--- config.mk ---
export PLATFORM = sky130hd
export DESIGN_NAME = nearest_neighbor_downscale
export DESIGN_NICKNAME = d
export VERILOG_FILES = /design/src/nnd_pkg.sv /design/src/nnd_cfg.sv /design/src/nnd_walk.sv /design/src/nearest_neighbor_downscale.sv
export SDC_FILE = /design/constraint.sdc
export NUM_CORES = 1
export LEC_CHECK = 0
export ABC_AREA = 1
export BUFFER_PORTS_ARGS = -buffer_cell sky130_fd_sc_hd__clkbuf_2
export CELL_PAD_IN_SITES_DETAIL_PLACEMENT = 1
export CELL_PAD_IN_SITES_GLOBAL_PLACEMENT = 2
export CORE_UTILIZATION = 36
export CTS_CLUSTER_DIAMETER = 120
export CTS_CLUSTER_SIZE = 12
export DETAILED_ROUTE_END_ITERATION = 8
export GPL_TIMING_DRIVEN = 0
export MAX_ROUTING_LAYER = met4
export PLACE_DENSITY_LB_ADDON = 0.1
export SKIP_CTS_REPAIR_TIMING = 1
export SLEW_MARGIN = 40
export SYNTH_ARGS = -nofsm -noshare
export SYNTH_HDL_FRONTEND = slang
export SYNTH_SLANG_ARGS = --single-unit
--- constraint.sdc ---
create_clock -name clk -period 3.7 [get_ports clk]
set_clock_uncertainty 0.05 [all_clocks]
set_input_delay 0.185 -clock clk [delete_from_list [all_inputs] [get_ports clk]]
set_output_delay 0.185 -clock clk [all_outputs]
set_load 0.02 [all_outputs]
--- src/nnd_pkg.sv ---
package nnd_pkg;

  localparam int MaxDimDefault = 8192;

  localparam int RegW = 14;
  localparam int OutCntW = 13;
  localparam int PixW = 32;
  localparam int RegCount = 4;
  localparam int RegIdxW = $clog2(RegCount);

  typedef enum logic [RegIdxW-1:0] {
    REG_SRC_WIDTH  = 2'd0,
    REG_SRC_HEIGHT = 2'd1,
    REG_TGT_WIDTH  = 2'd2,
    REG_TGT_HEIGHT = 2'd3
  } reg_idx_t;

  typedef struct packed {
    logic pick;
    logic last;
  } nnd_mark_t;

endpackage

--- src/nnd_cfg.sv ---
module nnd_cfg #(
  parameter int MAX_DIM = nnd_pkg::MaxDimDefault,
  localparam int DimW = $clog2(MAX_DIM + 1)
) (
  input  logic                        clk,
  input  logic                        rst,
  input  logic                        cfg_we,
  input  logic [nnd_pkg::RegIdxW-1:0] cfg_index,
  input  logic [nnd_pkg::RegW-1:0]    cfg_data,
  output logic [DimW-1:0]             src_w,
  output logic [DimW-1:0]             src_h,
  output logic [DimW-1:0]             tgt_w,
  output logic [DimW-1:0]             tgt_h
);
  import nnd_pkg::*;

  function automatic logic [DimW-1:0] clamp_dim(input logic [RegW-1:0] v);
    logic [DimW-1:0] r;
    if (v == '0) begin
      r = DimW'(1);
    end else if (int'(v) > MAX_DIM) begin
      r = DimW'(MAX_DIM);
    end else begin
      r = DimW'(v);
    end
    return r;
  endfunction

  logic [RegW-1:0] raw_sw, raw_sh, raw_tw, raw_th;
  logic [RegW-1:0] raw_sw_next, raw_sh_next, raw_tw_next, raw_th_next;
  logic [DimW-1:0] sw_c, sh_c, tw_c, th_c;

  // The clamped sizes are built from the post-write values, so they are valid
  // at the same edge that stores the register.
  always_comb begin
    raw_sw_next = raw_sw;
    raw_sh_next = raw_sh;
    raw_tw_next = raw_tw;
    raw_th_next = raw_th;
    if (cfg_we) begin
      unique case (reg_idx_t'(cfg_index))
        REG_SRC_WIDTH:  raw_sw_next = cfg_data;
        REG_SRC_HEIGHT: raw_sh_next = cfg_data;
        REG_TGT_WIDTH:  raw_tw_next = cfg_data;
        REG_TGT_HEIGHT: raw_th_next = cfg_data;
        default: ;
      endcase
    end
    sw_c = clamp_dim(raw_sw_next);
    sh_c = clamp_dim(raw_sh_next);
    tw_c = clamp_dim(raw_tw_next);
    th_c = clamp_dim(raw_th_next);
    if (tw_c > sw_c) begin
      tw_c = sw_c;
    end
    if (th_c > sh_c) begin
      th_c = sh_c;
    end
  end

  always_ff @(posedge clk) begin
    if (rst) begin
      raw_sw <= RegW'(1);
      raw_sh <= RegW'(1);
      raw_tw <= RegW'(1);
      raw_th <= RegW'(1);
      src_w  <= DimW'(1);
      src_h  <= DimW'(1);
      tgt_w  <= DimW'(1);
      tgt_h  <= DimW'(1);
    end else begin
      raw_sw <= raw_sw_next;
      raw_sh <= raw_sh_next;
      raw_tw <= raw_tw_next;
      raw_th <= raw_th_next;
      src_w  <= sw_c;
      src_h  <= sh_c;
      tgt_w  <= tw_c;
      tgt_h  <= th_c;
    end
  end

endmodule

--- src/nnd_walk.sv ---
module nnd_walk #(
  parameter int MAX_DIM = nnd_pkg::MaxDimDefault,
  localparam int DimW = $clog2(MAX_DIM + 1),
  localparam int CntW = $clog2(MAX_DIM)
) (
  input  logic                        clk,
  input  logic                        rst,
  input  logic                        restart,
  input  logic                        step,
  input  logic [DimW-1:0]             src_w,
  input  logic [DimW-1:0]             src_h,
  input  logic [DimW-1:0]             tgt_w,
  input  logic [DimW-1:0]             tgt_h,
  output nnd_pkg::nnd_mark_t          mark,
  output logic [nnd_pkg::OutCntW-1:0] col,
  output logic [nnd_pkg::OutCntW-1:0] row
);
  import nnd_pkg::*;

  logic [CntW-1:0] src_col, src_row, tgt_col, tgt_row;
  logic [DimW-1:0] col_rem, row_rem;
  logic            col_sel, row_sel, row_done, frame_done;

  always_comb begin
    col_sel    = col_rem < tgt_w;
    row_sel    = row_rem < tgt_h;
    row_done   = (DimW'(src_col) + DimW'(1)) >= src_w;
    frame_done = (DimW'(src_row) + DimW'(1)) >= src_h;
    mark.pick  = col_sel && row_sel;
    mark.last  = (tgt_col == CntW'(tgt_w - DimW'(1))) &&
                 (tgt_row == CntW'(tgt_h - DimW'(1)));
    col        = OutCntW'(tgt_col);
    row        = OutCntW'(tgt_row);
  end

  always_ff @(posedge clk) begin
    if (rst || restart) begin
      src_col <= '0;
      src_row <= '0;
      tgt_col <= '0;
      tgt_row <= '0;
      col_rem <= '0;
      row_rem <= '0;
    end else if (step) begin
      if (row_done) begin
        src_col <= '0;
        tgt_col <= '0;
        col_rem <= '0;
        if (frame_done) begin
          src_row <= '0;
          tgt_row <= '0;
          row_rem <= '0;
        end else begin
          src_row <= src_row + CntW'(1);
          if (row_sel) begin
            row_rem <= row_rem + src_h - tgt_h;
            tgt_row <= tgt_row + CntW'(1);
          end else begin
            row_rem <= row_rem - tgt_h;
          end
        end
      end else begin
        src_col <= src_col + CntW'(1);
        if (col_sel) begin
          col_rem <= col_rem + src_w - tgt_w;
          tgt_col <= tgt_col + CntW'(1);
        end else begin
          col_rem <= col_rem - tgt_w;
        end
      end
    end
  end

endmodule

--- src/nearest_neighbor_downscale.sv ---
// Channel   Direction  Handshake            Payload
// in        sink       in_valid / in_stall  pixel_in
// out       source     out_valid / out_stall pixel_out, out_col, out_row, frame_end
// cfg       sink       cfg_we               cfg_index, cfg_data
//
// One source pixel is taken per cycle while in_stall is low; a chosen pixel
// reaches out_valid through the input register and then the result register.
// Reset is synchronous; sizes return to one and the frame position to zero.
// A stalled result blocks the input only when the waiting input pixel is chosen.
// Any configuration write restarts the frame at source pixel zero.
module nearest_neighbor_downscale #(
  parameter int MAX_DIM = nnd_pkg::MaxDimDefault
) (
  input  logic                        clk,
  input  logic                        rst,
  input  logic                        cfg_we,
  input  logic [nnd_pkg::RegIdxW-1:0] cfg_index,
  input  logic [nnd_pkg::RegW-1:0]    cfg_data,
  input  logic                        in_valid,
  output logic                        in_stall,
  input  logic [nnd_pkg::PixW-1:0]    pixel_in,
  output logic                        out_valid,
  input  logic                        out_stall,
  output logic [nnd_pkg::PixW-1:0]    pixel_out,
  output logic [nnd_pkg::OutCntW-1:0] out_col,
  output logic [nnd_pkg::OutCntW-1:0] out_row,
  output logic                        frame_end
);
  import nnd_pkg::*;

  localparam int DimW = $clog2(MAX_DIM + 1);

  logic [DimW-1:0]    src_w, src_h, tgt_w, tgt_h;
  logic               hold_vld;
  logic [PixW-1:0]    hold_pix;
  logic               advance;
  nnd_mark_t          mark;
  logic [OutCntW-1:0] col, row;

  nnd_cfg #(.MAX_DIM(MAX_DIM)) u_cfg (
    .clk       (clk),
    .rst       (rst),
    .cfg_we    (cfg_we),
    .cfg_index (cfg_index),
    .cfg_data  (cfg_data),
    .src_w     (src_w),
    .src_h     (src_h),
    .tgt_w     (tgt_w),
    .tgt_h     (tgt_h)
  );

  nnd_walk #(.MAX_DIM(MAX_DIM)) u_walk (
    .clk     (clk),
    .rst     (rst),
    .restart (cfg_we),
    .step    (advance),
    .src_w   (src_w),
    .src_h   (src_h),
    .tgt_w   (tgt_w),
    .tgt_h   (tgt_h),
    .mark    (mark),
    .col     (col),
    .row     (row)
  );

  assign advance  = hold_vld && (!mark.pick || !out_valid || !out_stall);
  assign in_stall = hold_vld && !advance;

  always_ff @(posedge clk) begin
    if (rst) begin
      hold_vld  <= 1'b0;
      out_valid <= 1'b0;
    end else begin
      if (!in_stall) begin
        hold_vld <= in_valid;
      end
      if (advance && mark.pick) begin
        out_valid <= 1'b1;
      end else if (!out_stall) begin
        out_valid <= 1'b0;
      end
    end
  end

  always_ff @(posedge clk) begin
    if (!in_stall) begin
      hold_pix <= pixel_in;
    end
    if (advance && mark.pick) begin
      pixel_out <= hold_pix;
      out_col   <= col;
      out_row   <= row;
      frame_end <= mark.last;
    end
  end

endmodule

==> flow_metrics.tcl <==
set metrics [dict create \
    status "finished clean" \
    finalHoldViolCount 0 \
    min_from "cfg_data[8]" \
    power.total_mw 10.61 \
    power_switching_mw 4.321 \
    die_h_um 223.5 \
    min_path_type "primary input to flop" \
    yosys_register_bits 285 \
    synth_edf_count 91 \
    diodes 0 \
    crit_path_start_kind "flop" \
    grt_pass1_wl_um 90340 \
    cap_violations 0 \
    cts_sinks 285 \
    fin_nets 2831 \
    r2r_setup_slack_ns 0.26 \
    drcViolationCount 0 \
    slew_violations 0 \
    cts_tree "yes" \
    reg2reg_to "pixel_out[23]" \
    ios 114 \
    worst_r2r_path_depth 12 \
    synth_flop_cell "dfxtp_1" \
    grt_pass1_vias 16150 \
    finalCritPeriodShare_pct 93.92 \
    yosysWarnings 0 \
    synth.net_count 2651 \
    worstMarginPinSlew_ns 0.8001 \
    critPathKind "flop to output port" \
    crit-reg2reg-launch "u_cfg.tgt_w[9]" \
    fill_cells 6105 \
    vias_per_cell 4.875 \
    fp-row-count 80 \
    coreArea_mm2 0.04805 \
    first_pass_iters 5 \
    antenna_found_initial 0 \
    synth_cell_type_count 46 \
    area_growth_pct 14.51 \
    holdPathStages 3 \
    track_usage_pct 23.87 \
    start_util_pct 36.78 \
    whs_ns 0.003476 \
    post_drt_wl_per_cell_um 17.95 \
    htreeDepth 1 \
    ys_seq_area_share_pct 37.45 \
    dpl.hpwl_um 47430 \
    arrival_ns 3.24 \
    gr-total-overflow 0 \
    syn_area_mm2 0.01767 \
    period_needed_ns 3.475 \
    vias 15880 \
    syn_area_per_cell_um2 7.200 \
    die_area_mm2 0.04997 \
    power.density_mw_per_mm2 524.1 \
    cts.reportedPaths.clkPinSlew_ns 0.06 \
    cts_root_buf "clkbuf_16" \
    finalNonFillerCells 3258 \
    cts_buffers 27 \
    required_ns 3.46 \
    min_to "u_cfg.raw_sw[8]" \
    critPathMaxFanout 5 \
    seq_power_share_pct 35.5 \
    dp.cells 3182 \
    switching_share_pct 40.75 \
    drive_gt1_share_pct 9.686 \
    cp-end-kind "output port" \
    drtIter0Drc 583 \
    total_leakage_power_nw 9.901 \
    fmax_mhz 287.8 \
    ys_async_sr_fraction_pct 0 \
    die_x_um 223.5 \
    slew_headroom_pct 46.66 \
    place_congestion 0.8622 \
    internal-power_mw 6.284 \
    io_buffers 112 \
    timing.setup.tns_ns 0 \
    cts_buffer_depth 3 \
    vdd_ir_drop_max_v 0.0003363 \
    syn_inst 2454 \
    power_frac_comb_pct 40.6 \
    wirelength_um 58490 \
    grt_max_degree 34 \
    ant_nets 0 \
    clkLatencyLatePin_ns 0.57 \
    setup_violations 0 \
    clockPowerShare_pct 23.9 \
]
==> cell usage in the layout, fill, tap and decap left out, drive strengths merged, types with 5 or more instances in the layout <==
cell type / count
a21oi: 143
and2: 5
buf: 32
clkbuf: 182
dfxtp: 194
dlygate4sd3: 34
edfxtp: 91
fa: 28
ha: 116
inv: 417
nand2: 664
nand3: 150
nand4: 47
nor2: 294
nor3: 29
o21ai: 90
o21bai: 6
or2: 13
xnor2: 22
xor2: 55
==> state kept, by name, indices dropped and copies added (netlist names), 13 cells and up <==
name	cells
out_row	13
u_walk.src_col	13
hold_pix	32
u_cfg.src_w	14
pixel_out	32
u_walk.src_row	13
u_cfg.raw_th	14
u_walk.row	13
u_walk.col	13
u_walk.col_rem	14
u_cfg.src_h	14
u_cfg.raw_sh	14
out_col	13
u_cfg.tgt_w	14
u_cfg.raw_tw	14
u_cfg.tgt_h	14
u_walk.row_rem	14
u_cfg.raw_sw	14
==> power by group through the flow <==
| stage | Clock [mW] | Sequential, mW | Combinational [mW] |
|---|---|---|---|
| after detailed placement | 0 | 3.83 | 4.23 |
| after CTS | 2.61 | 3.76 | 4.25 |
| after global routing | 2.71 | 3.80 | 4.88 |
| after global placement | 0 | 3.83 | 4.12 |
| final | 2.53 | 3.77 | 4.31 |
| after floorplan | 0 | 3.85 | 2.87 |
==> final cells by class <==
cell class	instances	area, um2	share of cell area, %
sequential	285	6624	32.74
timing repair buffer	151	950.9	4.700
tap	615	769.5	3.803
multi-input combinational	1689	9264	45.79
buffer	59	312.8	1.546
inverter	421	1585	7.835
clock buffer	38	726.9	3.593
==> synthesized netlist by cell type (5+ instances only) <==
cell | number | area share, %
buf_2 | 19 | 0.54
edfxtp_1 | 91 | 15
o21ai_0 | 77 | 2.2
o21bai_1 | 6 | 0.25
and2_1 | 5 | 0.18
a21oi_1 | 135 | 3.8
or2_2 | 10 | 0.35
nand2_2 | 24 | 0.85
xnor2_1 | 22 | 1.1
inv_1 | 416 | 8.8
nor3_1 | 28 | 0.79
nand3_1 | 147 | 4.2
nand2_1 | 640 | 14
o21ai_1 | 11 | 0.31
dfxtp_1 | 194 | 22
ha_1 | 116 | 8.2
a21oi_2 | 8 | 0.40
clkbuf_1 | 30 | 0.64
xor2_1 | 55 | 2.7
nand4_1 | 47 | 1.7
nor2_1 | 291 | 6.2
fa_1 | 28 | 3.2
==> metrics by stage <==
stage	instance area [um2]	setup WS (ns)	utilization, %
floorplan	17670	0.2668	-
global placement	19000	-1.159	39.54
detailed placement	19020	-0.4939	39.59
CTS	19750	-0.5033	41.11
global route	20230	-0.006788	42.11
finish	20230	0.2248	42.11
==> worst max-delay path: stages (launching register included) <==
cell      delay [ns]
dfxtp_2         0.47
inv_1           0.12
ha_1            0.40
a21oi_1         0.23
nand2_1         0.10
a21oi_1         0.35
nand2_1         0.12
nor2_1          0.25
nand2_1         0.15
nor2_2          0.26
clkbuf_2        0.23
==> worst max-delay path by stage <==
stage                     depth (start not counted)  slack [ns]         startpoint           endpoint
after global routing                             19      -0.007  u_walk.src_col[0]  u_walk.row_rem[1]
after global placement                           11       -1.16     u_cfg.tgt_w[9]       pixel_out[7]
final                                            10        0.22     u_cfg.tgt_h[9]           in_stall
after detailed placement                         18       -0.49  u_walk.src_row[0]     u_walk.row[11]
after floorplan                                  11        0.27     u_cfg.tgt_w[5]          frame_end
after CTS                                        18       -0.50  u_walk.src_row[0]     u_walk.row[11]
==> cells by family (layout without fill, tap and decap cells) <==
| kind of cell | Yosys count | count (layout) | share of synthesized area [%] |
|---|---|---|---|
| AOI/OAI and AO/OA | 247 | 247 | 7.393 |
| xor gates and xnor gates | 81 | 81 | 4.327 |
| adders and majority gates | 144 | 144 | 11.39 |
| buffers and inverters | 480 | 669 | 10.59 |
| DFF | 285 | 285 | 37.45 |
| muxes | 1 | 1 | 0.05665 |
| and+or+nand+nor | 1216 | 1216 | 28.81 |
==> layer usage <==
layer | part of all wire [%] | GRT usage (%) | routed length [um]
met5 | 0 | - | 0
met4 | 2.7 | 6.518 | 1592
met3 | 2.8 | 2.243 | 1611
met2 | 48 | 40.55 | 27880
met1 | 47 | 30.28 | 27400
Power figures use the tool's default switching activity.
